## src/rtl/assert_macros.svh

```systemverilog
// Assertion macros shared by the RTL modules.
`ifndef ASSERT_MACROS_SVH
`define ASSERT_MACROS_SVH

// Check a property on every clock edge outside reset.
`define ASSERT_HOLDS(lbl, clk, rst_n, prop, msg) \
    lbl: assert property (@(posedge clk) disable iff (!rst_n) (prop)) else $error(msg);

// Check that a condition is followed by another in the next cycle.
`define ASSERT_NEXT(lbl, clk, rst_n, ante, cons, msg) \
    lbl: assert property (@(posedge clk) disable iff (!rst_n) (ante) |=> (cons)) else $error(msg);

`endif

```

## src/rtl/hfl_pkg.sv

```systemverilog
// Shared types, constants and helper functions of the haptic force law.
`default_nettype none
package hfl_pkg;

    localparam int NUM_W      = 52;
    localparam int ROOT_STEPS = 32;
    localparam int DIV_STEPS  = 52;

    typedef enum logic {
        OP_TICK     = 1'b0,
        OP_FEEDBACK = 1'b1
    } t_op;

    typedef struct packed {
        t_op                operation;
        logic signed [31:0] vec_x;
        logic signed [31:0] vec_y;
        logic signed [31:0] vec_z;
        logic signed [31:0] lin_vel_x;
        logic signed [31:0] lin_vel_y;
        logic signed [31:0] lin_vel_z;
        logic signed [31:0] ang_vel_x;
        logic signed [31:0] ang_vel_y;
        logic signed [31:0] ang_vel_z;
        logic signed [31:0] grip_vel;
        logic               button;
    } t_in_item;

    typedef struct packed {
        logic signed [31:0] force_x;
        logic signed [31:0] force_y;
        logic signed [31:0] force_z;
        logic signed [31:0] torque_x;
        logic signed [31:0] torque_y;
        logic signed [31:0] torque_z;
        logic signed [31:0] grip_force;
        logic               indexing;
    } t_out_item;

    typedef enum logic [2:0] {
        CFG_SPRING_GAIN       = 3'd0,
        CFG_SPRING_LIMIT      = 3'd1,
        CFG_ROT_DAMPING       = 3'd2,
        CFG_GRIPPER_VISCOSITY = 3'd3,
        CFG_MAX_FRICTION      = 3'd4,
        CFG_FRICTION_REGION   = 3'd5,
        CFG_MAX_FEEDBACK      = 3'd6
    } t_cfg_idx;

    typedef struct packed {
        logic [23:0] spring_gain;
        logic [15:0] spring_limit;
        logic [19:0] rot_damping;
        logic [23:0] gripper_viscosity;
        logic [19:0] max_friction;
        logic [15:0] friction_region;
        logic [21:0] max_feedback;
    } t_cfg;

    localparam t_cfg CFG_RESET = '{
        spring_gain:       24'd1769472,
        spring_limit:      16'd3277,
        rot_damping:       20'd2621,
        gripper_viscosity: 24'd1966080,
        max_friction:      20'd49152,
        friction_region:   16'd3277,
        max_feedback:      22'd655360
    };

    typedef enum logic [3:0] {
        MOP_SQ_X  = 4'd0,
        MOP_SQ_Y  = 4'd1,
        MOP_SQ_Z  = 4'd2,
        MOP_SPR_X = 4'd3,
        MOP_SPR_Y = 4'd4,
        MOP_SPR_Z = 4'd5,
        MOP_FRI_X = 4'd6,
        MOP_FRI_Y = 4'd7,
        MOP_FRI_Z = 4'd8,
        MOP_ANG_X = 4'd9,
        MOP_ANG_Y = 4'd10,
        MOP_ANG_Z = 4'd11,
        MOP_GRIP  = 4'd12
    } t_mop;

    localparam int MOP_LAST = 12;

    typedef struct packed {
        logic       accept;
        logic       mul_go;
        t_mop       mul_op;
        logic       root_init;
        logic       root_step;
        logic       div_load;
        logic       div_step;
        logic       div_store;
        logic [1:0] axis;
        logic       out_load;
    } t_cmd;

    typedef struct packed {
        logic out_busy;
    } t_sts;

    function automatic logic [31:0] abs32(input logic [31:0] x);
        return x[31] ? (32'd0 - x) : x;
    endfunction

    // Opposing term: negate the magnitude when the source is non-negative.
    function automatic logic [31:0] oppose(input logic src_neg, input logic [31:0] m);
        return src_neg ? m : (32'd0 - m);
    endfunction

endpackage
`default_nettype wire

```

## src/rtl/hfl_regs.sv

```systemverilog
// Configuration register bank of the haptic force law.
`default_nettype none
module hfl_regs (
    input  wire logic         i_clk,
    input  wire logic         i_rst_n,
    input  wire logic         i_cfg_valid,
    input  wire logic [2:0]   i_cfg_index,
    input  wire logic [31:0]  i_cfg_data,
    output hfl_pkg::t_cfg     o_cfg
);
    import hfl_pkg::*;

    t_cfg r_cfg;
    t_cfg n_cfg;

    always_comb begin
        n_cfg = r_cfg;
        if (i_cfg_valid) begin
            unique case (t_cfg_idx'(i_cfg_index))
                CFG_SPRING_GAIN:       n_cfg.spring_gain       = i_cfg_data[23:0];
                CFG_SPRING_LIMIT:      n_cfg.spring_limit      = i_cfg_data[15:0];
                CFG_ROT_DAMPING:       n_cfg.rot_damping       = i_cfg_data[19:0];
                CFG_GRIPPER_VISCOSITY: n_cfg.gripper_viscosity = i_cfg_data[23:0];
                CFG_MAX_FRICTION:      n_cfg.max_friction      = i_cfg_data[19:0];
                CFG_FRICTION_REGION:   n_cfg.friction_region   = i_cfg_data[15:0];
                CFG_MAX_FEEDBACK:      n_cfg.max_feedback      = i_cfg_data[21:0];
                default:               n_cfg = r_cfg;
            endcase
        end
    end

    always_ff @(posedge i_clk) begin
        if (!i_rst_n) begin
            r_cfg <= CFG_RESET;
        end else begin
            r_cfg <= n_cfg;
        end
    end

    assign o_cfg = r_cfg;
endmodule
`default_nettype wire

```

## config.mk

```make
export PLATFORM = sky130hd
export DESIGN_NAME = hfl_regs
export DESIGN_NICKNAME = d
export VERILOG_FILES = /design/src/rtl/assert_macros.svh /design/src/rtl/hfl_pkg.sv /design/src/rtl/hfl_regs.sv
export SDC_FILE = /design/constraint.sdc
export NUM_CORES = 1
export LEC_CHECK = 0
export BUFFER_PORTS_ARGS = -buffer_cell sky130_fd_sc_hd__buf_2
export CORE_MARGIN = 2
export CORE_UTILIZATION = 47
export CTS_BUF_LIST = sky130_fd_sc_hd__clkbuf_4
export DETAILED_ROUTE_END_ITERATION = 12
export HOLD_SLACK_MARGIN = 0.1
export PLACE_DENSITY = 0.85
export SLEW_MARGIN = 40
export SYNTH_ARGS = -nofsm -noshare
export SYNTH_HDL_FRONTEND = slang
export SYNTH_SLANG_ARGS = --single-unit
export TNS_END_PERCENT = 100
```

## constraint.sdc

```tcl
create_clock -name i_clk -period 1.4 [get_ports i_clk]
set_clock_uncertainty 0.2 [all_clocks]
set_input_delay 0.28 -clock i_clk [delete_from_list [all_inputs] [get_ports i_clk]]
set_output_delay 0.28 -clock i_clk [all_outputs]
set_load 0.01 [all_outputs]
```

==> flow_results.xml <==
<?xml version="1.0" encoding="UTF-8"?>
<metrics>
  <group name="floorplanning">
    <metric name="die_height" unit="um">111</metric>
    <metric name="core_area" unit="mm2">0.0113</metric>
    <metric name="initial_utilization" unit="">0.476</metric>
    <metric name="ios" unit="">180</metric>
    <metric name="die_width" unit="um">111</metric>
    <metric name="num_rows" unit="">39</metric>
    <metric name="floorplan.die_area" unit="mm2">0.0123</metric>
  </group>
  <group name="placement">
    <metric name="hpwl" unit="um">9860</metric>
    <metric name="dp_worst_setup_slack" unit="ns">-0.250</metric>
    <metric name="count_of_buffers_inserted_at_the_top_level_ports" unit="">171</metric>
    <metric name="placed_cells" unit="">823</metric>
    <metric name="placed_cell_area" unit="mm2">0.00664</metric>
    <metric name="routability_congestion_estimate_from_global_placement" unit="">0.765</metric>
  </group>
  <group name="finish">
    <metric name="postLayoutCellArea" unit="mm2">0.00866</metric>
    <metric name="area_delta_synth_final" unit="%">60.7</metric>
    <metric name="max_reg_flops" unit="">142</metric>
    <metric name="drive_above_1_share" unit="">0.539</metric>
    <metric name="antenna-diode-count" unit="">0</metric>
    <metric name="final_net_count" unit="">816</metric>
    <metric name="stdcell_count" unit="">934</metric>
  </group>
  <group name="critical_path">
    <metric name="critical_path_peak_fanout" unit="">13</metric>
    <metric name="endpoint_kind" unit="">register</metric>
    <metric name="ff2ff_path_depth" unit="">3</metric>
    <metric name="ff2ff_setup_slack" unit="ns">0.03</metric>
    <metric name="criticalPathCategory" unit="">in2reg</metric>
    <metric name="critPathLaunch" unit="">i_rst_n</metric>
    <metric name="cp_required" unit="ns">1.61</metric>
    <metric name="worst_r2r_startpoint" unit="">o_cfg[6]</metric>
    <metric name="setup_crit_start_kind" unit="">primary input</metric>
    <metric name="cpMostUsedCell" unit="">sky130_fd_sc_hd__buf_4</metric>
    <metric name="endpoint" unit="">o_cfg[69]</metric>
    <metric name="regToRegEndpoint" unit="">o_cfg[6]</metric>
    <metric name="crit_path_cell_trace" unit="">buf_4 -&gt; buf_4 -&gt; dlygate4sd3_1 -&gt; nand2_1 -&gt; mux2i_1</metric>
    <metric name="worstPathArrival" unit="ns">1.73</metric>
    <metric name="timing.critical_path.slowest_cell_delay" unit="ns">0.83</metric>
    <metric name="crit_slowest_cell" unit="">sky130_fd_sc_hd__dlygate4sd3_1</metric>
  </group>
  <group name="timing">
    <metric name="slew_headroom" unit="">0.621</metric>
    <metric name="final_hold_viol_count" unit="">0</metric>
    <metric name="final_critical_period" unit="ns">1.52</metric>
    <metric name="timing_max_transition_violations_final" unit="">0</metric>
    <metric name="timing.final.crit_share" unit="">1.09</metric>
    <metric name="unrepaired_setup_endpoints_after_global_routing" unit="">yes</metric>
    <metric name="max_clock_freq" unit="GHz">0.656</metric>
    <metric name="tightestPinTransition" unit="ns">0.569</metric>
    <metric name="setup_viol_count_final" unit="">151</metric>
    <metric name="timing.final.ws_setup" unit="ns">-0.124</metric>
  </group>
  <group name="power_and_ir_drop">
    <metric name="switching_power" unit="uW">2090</metric>
    <metric name="pwrdens" unit="mW/mm2">889</metric>
    <metric name="switching_share" unit="">0.271</metric>
    <metric name="leakage" unit="uW">0.00418</metric>
    <metric name="internal-power" unit="uW">5610</metric>
    <metric name="combPwrFrac" unit="">0.120</metric>
    <metric name="vdd_drop_max" unit="uV">811</metric>
    <metric name="power_frac_seq" unit="">0.548</metric>
    <metric name="power_frac_clock" unit="">0.332</metric>
  </group>
  <group name="clocking">
    <metric name="numClockSinks" unit="">142</metric>
    <metric name="cts_made_buffers" unit="">17</metric>
    <metric name="path_clk_slew" unit="ns">0.13</metric>
    <metric name="cts_tree" unit="">yes</metric>
    <metric name="root_buffer_cell" unit="">sky130_fd_sc_hd__clkbuf_4</metric>
    <metric name="cts_max_level" unit="">4</metric>
    <metric name="cts-root-to-sink-buffers" unit="">2</metric>
    <metric name="clk-insertion-delay-late" unit="ns">0.51</metric>
  </group>
  <group name="drt">
    <metric name="post-route-drc-count" unit="">0</metric>
    <metric name="post_drt_wl_per_cell" unit="um">20.6</metric>
    <metric name="route.final.wire_length" unit="um">19200</metric>
    <metric name="post_drt_via_cell_ratio" unit="">5.24</metric>
    <metric name="via_count" unit="">4891</metric>
    <metric name="drt_iter0_markers" unit="">238</metric>
    <metric name="final_antenna_net_count" unit="">0</metric>
    <metric name="tritonroute_pass_1_iters" unit="">5</metric>
  </group>
  <group name="yosys">
    <metric name="yosys_most_used_dff" unit="">sky130_fd_sc_hd__dfxtp_1</metric>
    <metric name="avg_cell_area_syn" unit="um2">10.4</metric>
    <metric name="seq_area_frac_synth" unit="">0.528</metric>
    <metric name="async_reset_ff_frac" unit="">0</metric>
    <metric name="netlist_instances" unit="">518</metric>
    <metric name="synth-warning-count" unit="">0</metric>
    <metric name="count_of_flip_flops_with_a_built_in_enable_after_synthesis" unit="">0</metric>
    <metric name="synth_cell_type_count" unit="">16</metric>
    <metric name="syn_area" unit="mm2">0.00539</metric>
    <metric name="synth.net_count" unit="">556</metric>
    <metric name="flip_flop_and_latch_count_after_synthesis" unit="">142</metric>
  </group>
  <group name="grt">
    <metric name="final_global_route_overflow_total" unit="">0</metric>
    <metric name="maximum_number_of_pins_on_one_net_before_global_route_repair" unit="">26</metric>
    <metric name="globalRouteTotalUtil" unit="">0.302</metric>
    <metric name="initial_antenna_violation_count" unit="">0</metric>
    <metric name="number_of_global_route_vias_before_repair" unit="">5374</metric>
    <metric name="grt_pass1_wl" unit="um">29100</metric>
  </group>
  <group name="outcome">
    <metric name="status" unit="">complete, but fails checks</metric>
    <metric name="violations" unit="">setup timing</metric>
  </group>
  <group name="min_path">
    <metric name="hold_path_class" unit="">in2reg</metric>
  </group>
  <group name="flow_run">
    <metric name="maxCapViolations" unit="">0</metric>
  </group>
</metrics>
[worst min path at each step]
stage                               from    endpoint  slack [ns]  cells after the start
after floorplan           i_cfg_data[20]   o_cfg[20]        0.22                      2
after global placement        o_cfg[116]  o_cfg[116]        0.24                      2
after detailed placement       o_cfg[69]   o_cfg[69]        0.25                      2
after CTS                 i_cfg_index[0]  o_cfg[100]       -0.01                      4
after global routing      i_cfg_index[0]  o_cfg[100]       0.005                      4
final                     i_cfg_index[0]  o_cfg[100]        0.04                      4
[per-layer routing]
| layer | global-route usage | up-vias | part of all wire |
|---|---|---|---|
| met2 | 0.543 | 230 | 0.53 |
| li1 | - | 2231 | - |
| met5 | 0 | - | 0 |
| met1 | 0.333 | 2368 | 0.38 |
| met3 | 0.0716 | 62 | 0.056 |
| met4 | 0.151 | 0 | 0.041 |
[per-stage QoR]
step | TNS, ns | hold slack [ns] | utilization | total power, uW
global route | -17.29 | 0.00514 | 0.765 | 7980
finish | -8.43 | 0.0389 | 0.765 | 7700
detailed placement | -18.15 | 0.249 | 0.586 | 4930
CTS | -16.09 | -0.0142 | 0.756 | 7610
floorplan | -2.25 | 0.219 | - | 4630
global placement | -15.69 | 0.239 | 0.586 | 4900
[cell families (layout without fill, tap and decap cells)]
logic type | count (synthesis) | count (layout) | share of synthesized area
buf+inv | 40 | 313 | 0.0365
flops | 142 | 142 | 0.528
mux | 142 | 142 | 0.264
simple gates | 194 | 194 | 0.172
[critical path, delay by kind of cell]
family	cells	cell delay (ns)
buffers and inverters	3	1.10
multiplexers	1	0.21
AND/OR/NAND/NOR	1	0.14
[repair_timing]
| item | 4_1_cts | 5_1_grt |
|---|---|---|
| hold buffers | 48 | 3 |
| setup endpoints to repair | 142 | 214 |
| gates resized for setup | 284 | 4 |
| endpoints found under the hold margin | 142 | 52 |
| setup buffers | 14 | 30 |
[Yosys cell counts, types with 2 or more instances]
library cell                instances  area (um2)
sky130_fd_sc_hd__nand4b_1           3        26.3
sky130_fd_sc_hd__dfxtp_1          142        2840
sky130_fd_sc_hd__nand4bb_1          2        22.5
sky130_fd_sc_hd__mux2i_1          142        1420
sky130_fd_sc_hd__buf_4              5        37.5
sky130_fd_sc_hd__buf_2             10        50.1
sky130_fd_sc_hd__nand2_1          133         499
sky130_fd_sc_hd__nor2b_1           50         313
sky130_fd_sc_hd__clkbuf_1          22        82.6
sky130_fd_sc_hd__nor4bb_1           2        20.0
sky130_fd_sc_hd__buf_6              2        22.5
[power groups by stage]
stage	Clock [uW]	Combinational [uW]	Sequential (uW)
floorplan	0	328	4310
global placement	0	639	4260
detailed placement	0	660	4270
CTS	2540	861	4210
global route	2780	974	4230
finish	2560	925	4220
[cell type report]
type	count	area, um2
clock buffers	21	158
clock inverters	11	113
fillers	645	2660
multi-input cells	336	2400
flip-flops and latches	142	3020
well taps	143	179
repair buffers	281	2800
[cell usage in the layout, fill, tap and decap left out, types with 4 or more instances in the layout]
master	instances
sky130_fd_sc_hd__clkinvlp_4	4
sky130_fd_sc_hd__buf_4	66
sky130_fd_sc_hd__nand2_1	133
sky130_fd_sc_hd__dlygate4sd3_1	31
sky130_fd_sc_hd__clkbuf_4	21
sky130_fd_sc_hd__dlymetal6s4s_1	4
sky130_fd_sc_hd__buf_2	28
sky130_fd_sc_hd__buf_12	10
sky130_fd_sc_hd__mux2i_1	142
sky130_fd_sc_hd__clkinv_4	4
sky130_fd_sc_hd__dfxtp_2	142
sky130_fd_sc_hd__nor2b_1	50
sky130_fd_sc_hd__buf_6	142
Power figures use the tool's default switching activity.
