## src/rtl/assert_macros.svh

```systemverilog
// Assertion macros shared by the RTL modules.
`ifndef ASSERT_MACROS_SVH
`define ASSERT_MACROS_SVH

// Check a property on every clock edge outside reset.
`define ASSERT_HOLDS(lbl, clk, rst_n, prop, msg) \
    lbl: assert property (@(posedge clk) disable iff (!rst_n) (prop)) else $error(msg);

// Check that a condition is followed by another in the next cycle.
`define ASSERT_NEXT(lbl, clk, rst_n, ante, cons, msg) \
    lbl: assert property (@(posedge clk) disable iff (!rst_n) (ante) |=> (cons)) else $error(msg);

`endif

```

## src/rtl/hfl_pkg.sv

```systemverilog
// Shared types, constants and helper functions of the haptic force law.
`default_nettype none
package hfl_pkg;

    localparam int NUM_W      = 52;
    localparam int ROOT_STEPS = 32;
    localparam int DIV_STEPS  = 52;

    typedef enum logic {
        OP_TICK     = 1'b0,
        OP_FEEDBACK = 1'b1
    } t_op;

    typedef struct packed {
        t_op                operation;
        logic signed [31:0] vec_x;
        logic signed [31:0] vec_y;
        logic signed [31:0] vec_z;
        logic signed [31:0] lin_vel_x;
        logic signed [31:0] lin_vel_y;
        logic signed [31:0] lin_vel_z;
        logic signed [31:0] ang_vel_x;
        logic signed [31:0] ang_vel_y;
        logic signed [31:0] ang_vel_z;
        logic signed [31:0] grip_vel;
        logic               button;
    } t_in_item;

    typedef struct packed {
        logic signed [31:0] force_x;
        logic signed [31:0] force_y;
        logic signed [31:0] force_z;
        logic signed [31:0] torque_x;
        logic signed [31:0] torque_y;
        logic signed [31:0] torque_z;
        logic signed [31:0] grip_force;
        logic               indexing;
    } t_out_item;

    typedef enum logic [2:0] {
        CFG_SPRING_GAIN       = 3'd0,
        CFG_SPRING_LIMIT      = 3'd1,
        CFG_ROT_DAMPING       = 3'd2,
        CFG_GRIPPER_VISCOSITY = 3'd3,
        CFG_MAX_FRICTION      = 3'd4,
        CFG_FRICTION_REGION   = 3'd5,
        CFG_MAX_FEEDBACK      = 3'd6
    } t_cfg_idx;

    typedef struct packed {
        logic [23:0] spring_gain;
        logic [15:0] spring_limit;
        logic [19:0] rot_damping;
        logic [23:0] gripper_viscosity;
        logic [19:0] max_friction;
        logic [15:0] friction_region;
        logic [21:0] max_feedback;
    } t_cfg;

    localparam t_cfg CFG_RESET = '{
        spring_gain:       24'd1769472,
        spring_limit:      16'd3277,
        rot_damping:       20'd2621,
        gripper_viscosity: 24'd1966080,
        max_friction:      20'd49152,
        friction_region:   16'd3277,
        max_feedback:      22'd655360
    };

    typedef enum logic [3:0] {
        MOP_SQ_X  = 4'd0,
        MOP_SQ_Y  = 4'd1,
        MOP_SQ_Z  = 4'd2,
        MOP_SPR_X = 4'd3,
        MOP_SPR_Y = 4'd4,
        MOP_SPR_Z = 4'd5,
        MOP_FRI_X = 4'd6,
        MOP_FRI_Y = 4'd7,
        MOP_FRI_Z = 4'd8,
        MOP_ANG_X = 4'd9,
        MOP_ANG_Y = 4'd10,
        MOP_ANG_Z = 4'd11,
        MOP_GRIP  = 4'd12
    } t_mop;

    localparam int MOP_LAST = 12;

    typedef struct packed {
        logic       accept;
        logic       mul_go;
        t_mop       mul_op;
        logic       root_init;
        logic       root_step;
        logic       div_load;
        logic       div_step;
        logic       div_store;
        logic [1:0] axis;
        logic       out_load;
    } t_cmd;

    typedef struct packed {
        logic out_busy;
    } t_sts;

    function automatic logic [31:0] abs32(input logic [31:0] x);
        return x[31] ? (32'd0 - x) : x;
    endfunction

    // Opposing term: negate the magnitude when the source is non-negative.
    function automatic logic [31:0] oppose(input logic src_neg, input logic [31:0] m);
        return src_neg ? m : (32'd0 - m);
    endfunction

endpackage
`default_nettype wire

```

## src/rtl/hfl_ctrl.sv

```systemverilog
// Sequencer of the haptic force law: multiply, square root, divide, deliver.
`default_nettype none
`include "assert_macros.svh"
module hfl_ctrl (
    input  wire logic     i_clk,
    input  wire logic     i_rst_n,
    input  wire logic     i_in_valid,
    input  wire logic     i_is_feedback,
    input  hfl_pkg::t_sts i_sts,
    output hfl_pkg::t_cmd o_cmd,
    output logic          o_in_ready
);
    import hfl_pkg::*;

    typedef enum logic [4:0] {
        S_IDLE = 5'b00001,
        S_MUL  = 5'b00010,
        S_ROOT = 5'b00100,
        S_DIV  = 5'b01000,
        S_FIN  = 5'b10000
    } t_state;

    t_state     r_state, n_state;
    logic [5:0] r_cnt, n_cnt;
    logic [1:0] r_axis, n_axis;
    t_cmd       cmd;

    always_comb begin
        n_state = r_state;
        n_cnt   = r_cnt;
        n_axis  = r_axis;
        cmd     = '0;
        cmd.axis = r_axis;
        unique case (r_state)
            S_IDLE: begin
                if (i_in_valid) begin
                    cmd.accept = 1'b1;
                    if (!i_is_feedback) begin
                        n_state = S_MUL;
                        n_cnt   = 6'd0;
                    end
                end
            end
            S_MUL: begin
                if (r_cnt <= 6'(MOP_LAST)) begin
                    cmd.mul_go = 1'b1;
                    cmd.mul_op = t_mop'(r_cnt[3:0]);
                end
                if (r_cnt == 6'(MOP_LAST + 1)) begin
                    n_state = S_ROOT;
                    n_cnt   = 6'd0;
                end else begin
                    n_cnt = r_cnt + 6'd1;
                end
            end
            S_ROOT: begin
                if (r_cnt == 6'd0) begin
                    cmd.root_init = 1'b1;
                end else begin
                    cmd.root_step = 1'b1;
                end
                if (r_cnt == 6'(ROOT_STEPS)) begin
                    n_state = S_DIV;
                    n_cnt   = 6'd0;
                    n_axis  = 2'd0;
                end else begin
                    n_cnt = r_cnt + 6'd1;
                end
            end
            S_DIV: begin
                if (r_cnt == 6'd0) begin
                    cmd.div_load = 1'b1;
                    n_cnt = r_cnt + 6'd1;
                end else if (r_cnt == 6'(DIV_STEPS + 1)) begin
                    cmd.div_store = 1'b1;
                    n_cnt = 6'd0;
                    if (r_axis == 2'd2) begin
                        n_state = S_FIN;
                    end else begin
                        n_axis = r_axis + 2'd1;
                    end
                end else begin
                    cmd.div_step = 1'b1;
                    n_cnt = r_cnt + 6'd1;
                end
            end
            S_FIN: begin
                if (!i_sts.out_busy) begin
                    cmd.out_load = 1'b1;
                    n_state = S_IDLE;
                end
            end
            default: n_state = S_IDLE;
        endcase
    end

    always_ff @(posedge i_clk) begin
        if (!i_rst_n) begin
            r_state <= S_IDLE;
            r_cnt   <= 6'd0;
            r_axis  <= 2'd0;
        end else begin
            r_state <= n_state;
            r_cnt   <= n_cnt;
            r_axis  <= n_axis;
        end
    end

    assign o_cmd      = cmd;
    assign o_in_ready = (r_state == S_IDLE);

    `ASSERT_NEXT(a_tick_starts, i_clk, i_rst_n, cmd.accept && !i_is_feedback, r_state == S_MUL, "tick did not start the multiply phase")
    `ASSERT_HOLDS(a_load_free, i_clk, i_rst_n, !cmd.out_load || !i_sts.out_busy, "result loaded over a waiting beat")
    `ASSERT_NEXT(a_fin_done, i_clk, i_rst_n, cmd.out_load, r_state == S_IDLE, "sequencer did not return to idle")
endmodule
`default_nettype wire

```

## config.mk

```make
export PLATFORM = sky130hd
export DESIGN_NAME = hfl_ctrl
export DESIGN_NICKNAME = d
export VERILOG_FILES = /design/src/rtl/hfl_pkg.sv /design/src/rtl/hfl_ctrl.sv
export VERILOG_INCLUDE_DIRS = /design/src /design/src/rtl
export SDC_FILE = /design/constraint.sdc
export NUM_CORES = 1
export LEC_CHECK = 0
export ABC_AREA = 1
export BUFFER_PORTS_ARGS = -buffer_cell sky130_fd_sc_hd__buf_2
export CAP_MARGIN = 20
export CORE_MARGIN = 3
export CORE_UTILIZATION = 29
export CTS_BUF_LIST = sky130_fd_sc_hd__clkbuf_8
export CTS_CLUSTER_SIZE = 8
export DETAILED_ROUTE_END_ITERATION = 6
export HOLD_SLACK_MARGIN = 0.02
export PLACE_DENSITY = 0.45
export SLEW_MARGIN = 25
export SYNTH_ARGS = -nofsm -noshare
export SYNTH_HDL_FRONTEND = slang
export SYNTH_SLANG_ARGS = --single-unit
```

## constraint.sdc

```tcl
create_clock -name i_clk -period 3.6 [get_ports i_clk]
set_clock_uncertainty 0.15 [all_clocks]
set_input_delay 0.36 -clock i_clk [delete_from_list [all_inputs] [get_ports i_clk]]
set_output_delay 0.36 -clock i_clk [all_outputs]
set_load 0.05 [all_outputs]
```

==> results of run 1 <==
[worst register-to-register path, cell delays in order, from the launching register on]
cell	delay (ps)
dfxtp_1	470
ha_1	240
inv_1	70
nor2_2	130
nand2_2	110
nand2_4	120
nand3_4	110
nor2_4	150
nor2_1	50
nor2_1	100
[layer usage]
layer / share of wire (%) / vias up / wire, um
met3: 4.1 / 4 / 108
met1: 50 / 487 / 1320
met4: 2.1 / 0 / 56
met2: 43 / 20 / 1140
li1: - / 572 / -
met5: 0 / - / 0
[power groups by stage]
| stage | Sequential, mW | Combinational [mW] | Clock, mW |
|---|---|---|---|
| 6_report | 0.203 | 0.505 | 0.132 |
| 4_1_cts | 0.203 | 0.513 | 0.138 |
| 3_3_place_gp | 0.205 | 0.512 | 0 |
| 5_1_grt | 0.206 | 0.571 | 0.143 |
| 2_1_floorplan | 0.216 | 0.400 | 0 |
| 3_5_place_dp | 0.207 | 0.512 | 0 |
[Yosys cell counts]
library cell / n
nand2_4: 2
nand4_1: 2
dfxtp_1: 13
nor2_4: 5
o21ai_1: 3
o21ai_0: 1
nand2_2: 6
buf_6: 1
nor2_2: 5
nand3_4: 1
inv_2: 6
a31oi_1: 1
ha_1: 4
o21a_1: 1
xor2_1: 2
nand2_1: 28
a21oi_1: 10
nand3_2: 4
nor2_1: 33
inv_1: 22
nand3_1: 19
[metrics by stage]
step,hold slack (ps),area [um2],worst slack [ps]
after floorplan,331,1070,1530
after global placement,361,1210,1730
after detailed placement,370,1210,1720
after CTS,239,1260,1440
after global routing,271,1260,1310
final,241,1260,1460
[worst max path at each step]
stage	cells past startpoint	slack [ps]	endpoint
2_1_floorplan	7	1530	o_cmd[4]
3_3_place_gp	6	1730	o_cmd[3]
3_5_place_dp	8	1720	o_cmd[4]
4_1_cts	8	1440	o_cmd[4]
5_1_grt	6	1310	o_cmd[3]
6_report	8	1460	o_cmd[4]
[state kept, by name, indices dropped and copies added, names as in the netlist]
register / count
r_cnt: 6
r_state: 5
r_axis: 2
[area by class of cell]
class / count / area [um2]
Tap cell: 46 / 57.6
Sequential cell: 13 / 260
Multi-Input combinational cell: 127 / 693
Clock inverter: 1 / 3.75
Timing Repair Buffer: 19 / 95.1
Inverter: 28 / 105
Clock buffer: 3 / 41.3
Fill cell: 406 / 2190
[kinds of logic (layout without fill, tap and decap cells)]
| logic type | count (synthesis) | count (layout) | share of synthesized area (%) |
|---|---|---|---|
| flip-flops | 13 | 13 | 24.3 |
| adder cells (fa/ha/maj) | 4 | 4 | 4.68 |
| AO/OA/AOI/OAI | 16 | 16 | 7.84 |
| buffers and inverters | 29 | 51 | 10.9 |
| XOR/XNOR | 2 | 2 | 1.64 |
| AND/OR/NAND/NOR | 105 | 105 | 50.6 |
[layout by cell type, fill, tap and decap left out]
cell / instances
dfxtp_1: 13
inv_2: 6
o21ai_0: 1
a31oi_1: 1
nor2_4: 5
nand3_2: 4
ha_1: 4
nor2_2: 5
nand4_1: 2
o21a_1: 1
o21ai_1: 3
a21oi_1: 10
inv_1: 23
buf_2: 19
xor2_1: 2
nand2_1: 28
clkbuf_8: 3
nor2_1: 33
nand3_1: 19
nand2_2: 6
nand3_4: 1
nand2_4: 2
==> summary.md, run 1 <==
| Metric | Value |
|---|---|
| Cell taking the most area after synthesis | `dfxtp_1` |
| Setup bufs post-CTS | `0` |
| Minimum clock period | `2140 ps` |
| GRT met2 Usage | `21.4%` |
| P_sw | `between 0.4 and 0.5 mW` |
| Beginning of the critical path | `r_cnt[1]` |
| Power Total | `0.841 mW` |
| Power Density | `approximately 670 nW/um2` |
| Reg2reg setup slack | `1860 ps` |
| Crit path cell chain | `inv_1, ha_1, inv_1, nor2_2, nand2_2, nand2_4, nor2_1, buf_2` |
| Final hold viol count | `0` |
| CP top delay family | `buffers and inverters` |
| Total negative slack | `0 ps` |
| Clk buf depth | `2` |
| ANT cells | `0` |
| Residual DRC | `0` |
| Post-synthesis sequential area ratio | `24.3%` |
| Clock share of power | `15.8%` |
| Nets@finish | `201` |
| Buffers and inverters on the worst path | `3` |
| H-tree depth | `1` |
| Cell mode on critical path | `inv_1` |
| WL per Instance | `between 10 and 15 um` |
| Unrepaired setup endpoints after global routing | `false` |
| Initial Util | `a little under a third` |
| Core area | `3440 um2` |
| Post-Syn Area per Cell | `6.33 um2` |
| Area Overhead vs Synth | `17.4%` |
| Non-filler cells, final | `237` |
| Final ANT Viol Nets | `0` |
| Share of cells above drive strength 1 | `around a quarter` |
| Sequential Power Share | `24.1%` |
| Final wirelength | `between 2000 and 3000 um` |
| Critical Path RT | `3090 ps` |
| Max_slew headroom | `79.9%` |
| Placed cells | `233` |
| Hold_buf cts | `0` |
| RD Place Congestion | `just under 0.8` |
| CTS tree | `built` |
| Die area | `roughly 4500 um2` |
| Critical Path Start Type | `flip-flop` |
| Drt via density | `4.57` |
| Clock sink count | `13` |
| Hpwl dp | `2160 um` |
| CTS Buf Count | `3` |
| FF+latch count, synth | `13` |
| Reg2reg end | `r_state[2]` |
| Die Height | `66.7 um` |
| DR iter-0 viols | `53` |
| Critical path's slowest cell | `dfxtp_1` |
| CTS resizes | `0` |
| Initial antenna violation count | `0` |
| DR vias | `1083` |
| Combinational power share | `60.1%` |
| Die extent in x | `66.7 um` |
| Post-Synthesis Cells | `169` |
| Internal Power | `0.388 mW` |
| Tcrit/Tclk final | `59.5%` |
| First drt pass iteration count | `4` |
| Latest clock arrival within the worst-skew pair | `250 ps` |
| Max cap viols | `0` |
| WHS Path Cells | `3` |
| VDD IR-drop max | `0.150 mV` |
| # IOs | `20` |
| WP data arrival | `~1600 ps` |
| Grt total ovfl | `0` |
| Hold Path Class | `in -> reg` |
| Crit Path Max Fanout | `5` |
| Status | `completed` |
| Measured slew at the worst slew-check pin | `301 ps` |
| Reg-to-Reg Start | `r_cnt[0]` |
| Number of core rows | `21` |
| Met3 usage | `1.69%` |
| Gr usage total | `13.4%` |
| CTS clk-pin slew, worst paths | `60 ps` |
| Count of pins over their slew limit | `0` |
| IO Port Bufs | `19` |
| Register-to-Register Path Depth | `9` |
| Leak | `0.631 nW` |
| YS warnings | `0` |
| Crit end category | `output pin` |
| Post-route core utilization | `36.5%` |
| Busiest grt layer | `met2` |
| Synth Cell Area | `1070 um2` |
| Syn_nets | `178` |
| Final setup vio count | `0` |
| Sw Ratio | `53.8%` |
| Clock Tree Root | `clkbuf_8` |
| Ranking of synthesized cells by area | `dfxtp_1 24%, nor2_1 12%, nand2_1 9.8%` |
| GRT met1 Usage | `17.6%` |
| Global-route wire length before repair | `4590 um` |
| Worst Setup Path Type | `reg -> out` |
| Netlist cell types | `21` |
| Vias in the first global route | `1047` |
| Top cell type's share of synthesized area | `around a quarter` |
| Hold Path End | `r_state[1]` |
| Largest net degree at the start of global routing | `9` |
| CP max stage delay | `~400 ps` |
| Hold Path Origin | `i_rst_n` |
| Fmax | `about 470 MHz` |
No activity file was read; power rests on OpenSTA's default activity.
==> inputs of run 2 (changes only) <==
--- a/config.mk
+++ b/config.mk
@@ -15,7 +15,7 @@
 export CTS_CLUSTER_SIZE = 8
 export DETAILED_ROUTE_END_ITERATION = 6
 export HOLD_SLACK_MARGIN = 0.02
-export PLACE_DENSITY = 0.45
+export PLACE_DENSITY = 0.47
 export SLEW_MARGIN = 25
 export SYNTH_ARGS = -nofsm -noshare
 export SYNTH_HDL_FRONTEND = slang
==> constraint.sdc (replaced) <==
create_clock -name i_clk -period 1.8 [get_ports i_clk]
set_clock_uncertainty 0.15 [all_clocks]
set_input_delay 0.18 -clock i_clk [delete_from_list [all_inputs] [get_ports i_clk]]
set_output_delay 0.18 -clock i_clk [all_outputs]
set_load 0.05 [all_outputs]
==> run 2 against run 1 <==
Against the previous run:
- hold slack got worse by 180 ps
- die area did not move
- via count rose by 1.8%
- sequential cell count did not move
- critical path depth fell by 2
- critical endpoint is now o_cmd[9]
- largest cell class unchanged
- largest power group unchanged
- highest routed layer unchanged
==> summary.md, run 2 (same netlist as run 1, synthesis figures left out) <==
| Metric | Value |
|---|---|
| Status | `completed` |
| Storage element area | `267 um2 (+2.4%)` |
| Drt via density | `4.50 (-1.5%)` |
| Initial Util | `31.1% (unchanged)` |
| Internal Power | `0.832 mW (+110%)` |
| Clock Tree Root | `clkbuf_8` |
| Gr usage total | `13.1% (-0.36 points)` |
| WP data arrival | `1390 ps (-240 ps)` |
| Latest clock arrival within the worst-skew pair | `240 ps (about the same)` |
| Fillers | `399 (-1.7%)` |
| Clk buf depth | `2 (unchanged)` |
| CP top delay family | `simple AND/OR/NAND/NOR gates` |
| RD Place Congestion | `0.823 (+6.2%)` |
| Residual DRC | `0 (unchanged)` |
| # IOs | `20 (unchanged)` |
| Unrepaired setup endpoints after global routing | `true` |
| Final setup vio count | `0 (unchanged)` |
| Max_slew headroom | `80.1% (+0.25 points)` |
| Largest net degree at the start of global routing | `9 (unchanged)` |
| Grt total ovfl | `0 (unchanged)` |
| Crit path cell chain | `nor2_4, nand2_2, nor2_4, nand2_2, nor2_1, buf_6` |
| Max cap viols | `0 (unchanged)` |
| Number of core rows | `21 (unchanged)` |
| Power Density | `1250 nW/um2 (+87%)` |
| Top flop regs | `r_cnt (6), r_state (5), r_axis (2)` |
| CTS clk-pin slew, worst paths | `60 ps (about the same)` |
| CTS tree | `built` |
| Measured slew at the worst slew-check pin | `297 ps (-3.72 ps)` |
| Final hold viol count | `0 (unchanged)` |
| PnR worst setup slack | `80.0 ps (-1380 ps)` |
| Hpwl dp | `2160 um (-0.21%)` |
| Critical Path RT | `1470 ps (-1620 ps)` |
| Placed cell area | `1250 um2 (+3.1%)` |
| Crit Path Max Fanout | `5 (unchanged)` |
| Core area | `3440 um2 (unchanged)` |
| Final wirelength | `2730 um (+4.1%)` |
| WL per Instance | `11.1 um (+0.72%)` |
| Hold Path Class | `in -> reg` |
| Die extent in x | `66.7 um (unchanged)` |
| Critical Path Start Type | `flip-flop` |
| Die Height | `66.7 um (unchanged)` |
| Global-route wire length before repair | `4530 um (-1.4%)` |
| Combinational power share | `61.5% (+1.4 points)` |
| Final ANT Viol Nets | `0 (unchanged)` |
| Clock sink count | `13 (unchanged)` |
| DR vias | `1103 (+1.8%)` |
| Die area | `4450 um2 (unchanged)` |
| Vias in the first global route | `1004 (-4.1%)` |
| Buffers and inverters on the worst path | `1 (-2)` |
| Setup Slack @ Placement | `161 ps (-1560 ps)` |
| Commonest non-fill, non-tap cells in the layout | `27 x nand2_1, 26 x nor2_1, 20 x inv_1` |
| Count of pins over their slew limit | `0 (unchanged)` |
| Tcrit/Tclk final | `95.6%` |
| Max FFs per register | `6 (unchanged)` |
| Nets@finish | `209 (+4.0%)` |
| Hold_buf cts | `0 (unchanged)` |
| ANT cells | `0 (unchanged)` |
| CP max stage delay | `350 ps (-50 ps)` |
| Worst Setup Path Type | `reg -> out` |
| Critical path's slowest cell | `dfxtp_2` |
| Commonest non-fill, non-tap cell in the layout | `nand2_1` |
| H-tree depth | `1 (unchanged)` |
| First drt pass iteration count | `4 (unchanged)` |
| Minimum clock period | `1720 ps` |
| Top reg by flops | `r_cnt` |
| Initial antenna violation count | `0 (unchanged)` |
| VDD IR-drop max | `0.412 mV (+180%)` |
| CTS Buf Count | `3 (unchanged)` |
| Fmax | `581 MHz` |
| Multi-input gate area | `733 um2 (+5.8%)` |
| Sequential Power Share | `23.7% (-0.4 points)` |
| Clock share of power | `14.8% (-1.0 points)` |
| P_sw | `0.953 mW (+110%)` |
| Min Hold Slack | `57.8 ps (-183 ps)` |
| Share of cells above drive strength 1 | `38.2% (+11 points)` |
| IO Port Bufs | `19 (unchanged)` |
| Sw Ratio | `53.4% (-0.43 points)` |
| Area Overhead vs Synth | `33.3%` |
| Crit end category | `output pin` |
| Leak | `0.679 nW (+7.6%)` |
| DR iter-0 viols | `51 (-3.8%)` |
| Design area | `1430 um2 (+14%)` |
==> run 2: worst paths after layout <==
check             start         end  slack (ps)  cells past startpoint
max          r_state[2]    o_cmd[9]          80                      6
max reg2reg    r_cnt[1]   r_axis[1]         210                     10
min             i_rst_n  r_state[3]          60                      3
min reg2reg  r_state[3]  r_state[3]         380                      2
==> run 2: worst register-to-register path, stage by stage, from the launching register on <==
cell and delay (ps):
dfxtp_2 320, inv_2 60, ha_2 180, inv_1 50
nor2_2 130, nand2_2 110, nand2_4 100, buf_4 120
nand3_2 90, o21ai_1 130, nor2_1 50
==> run 2: metrics by stage <==
step	power, mW	setup TNS (ps)	utilization, %	std cells
finish	1.78	0	41.4	245
global route	1.95	-24.5	41.4	245
CTS	1.73	-107	38.5	241
detailed placement	1.45	0	36.3	237
global placement	1.43	0	36.3	237
floorplan	1.24	-235	-	169
==> run 2: layer usage <==
layer  routed length (um)  up-vias  share of wire [%]  track usage [%]
li1                     -      593                  -                -
met1                 1340      479                 49             19.1
met2                 1200       29                 44             20.2
met3                  170        2                6.2             1.69
met4                   17        0               0.62             3.05
met5                    0        -                  0                0
==> run 2: power groups by stage <==
| stage | sequential (mW) | combinational [mW] | clock, mW |
|---|---|---|---|
| finish | 0.423 | 1.10 | 0.263 |
| global placement | 0.412 | 1.02 | 0 |
| CTS | 0.407 | 1.05 | 0.272 |
| floorplan | 0.433 | 0.802 | 0 |
| detailed placement | 0.414 | 1.03 | 0 |
| global route | 0.431 | 1.23 | 0.286 |
==> run 2: final cells by class <==
| cell class | count | share of cell area, % |
|---|---|---|
| repair buffers | 27 | 15.0 |
| clock inverters | 1 | 0.263 |
| flip-flops and latches | 13 | 18.7 |
| well taps | 46 | 4.04 |
| multi-input cells | 127 | 51.4 |
| clock buffers | 3 | 2.89 |
| inverters | 28 | 7.72 |
==> run 2: timing repair <==
action | in CTS | in global routing
endpoints found under the setup margin | 9 | 10
resized for setup | 11 | 27
buffers inserted | 0 | 4
gates cloned | 0 | 0
pin swaps | 0 | 2
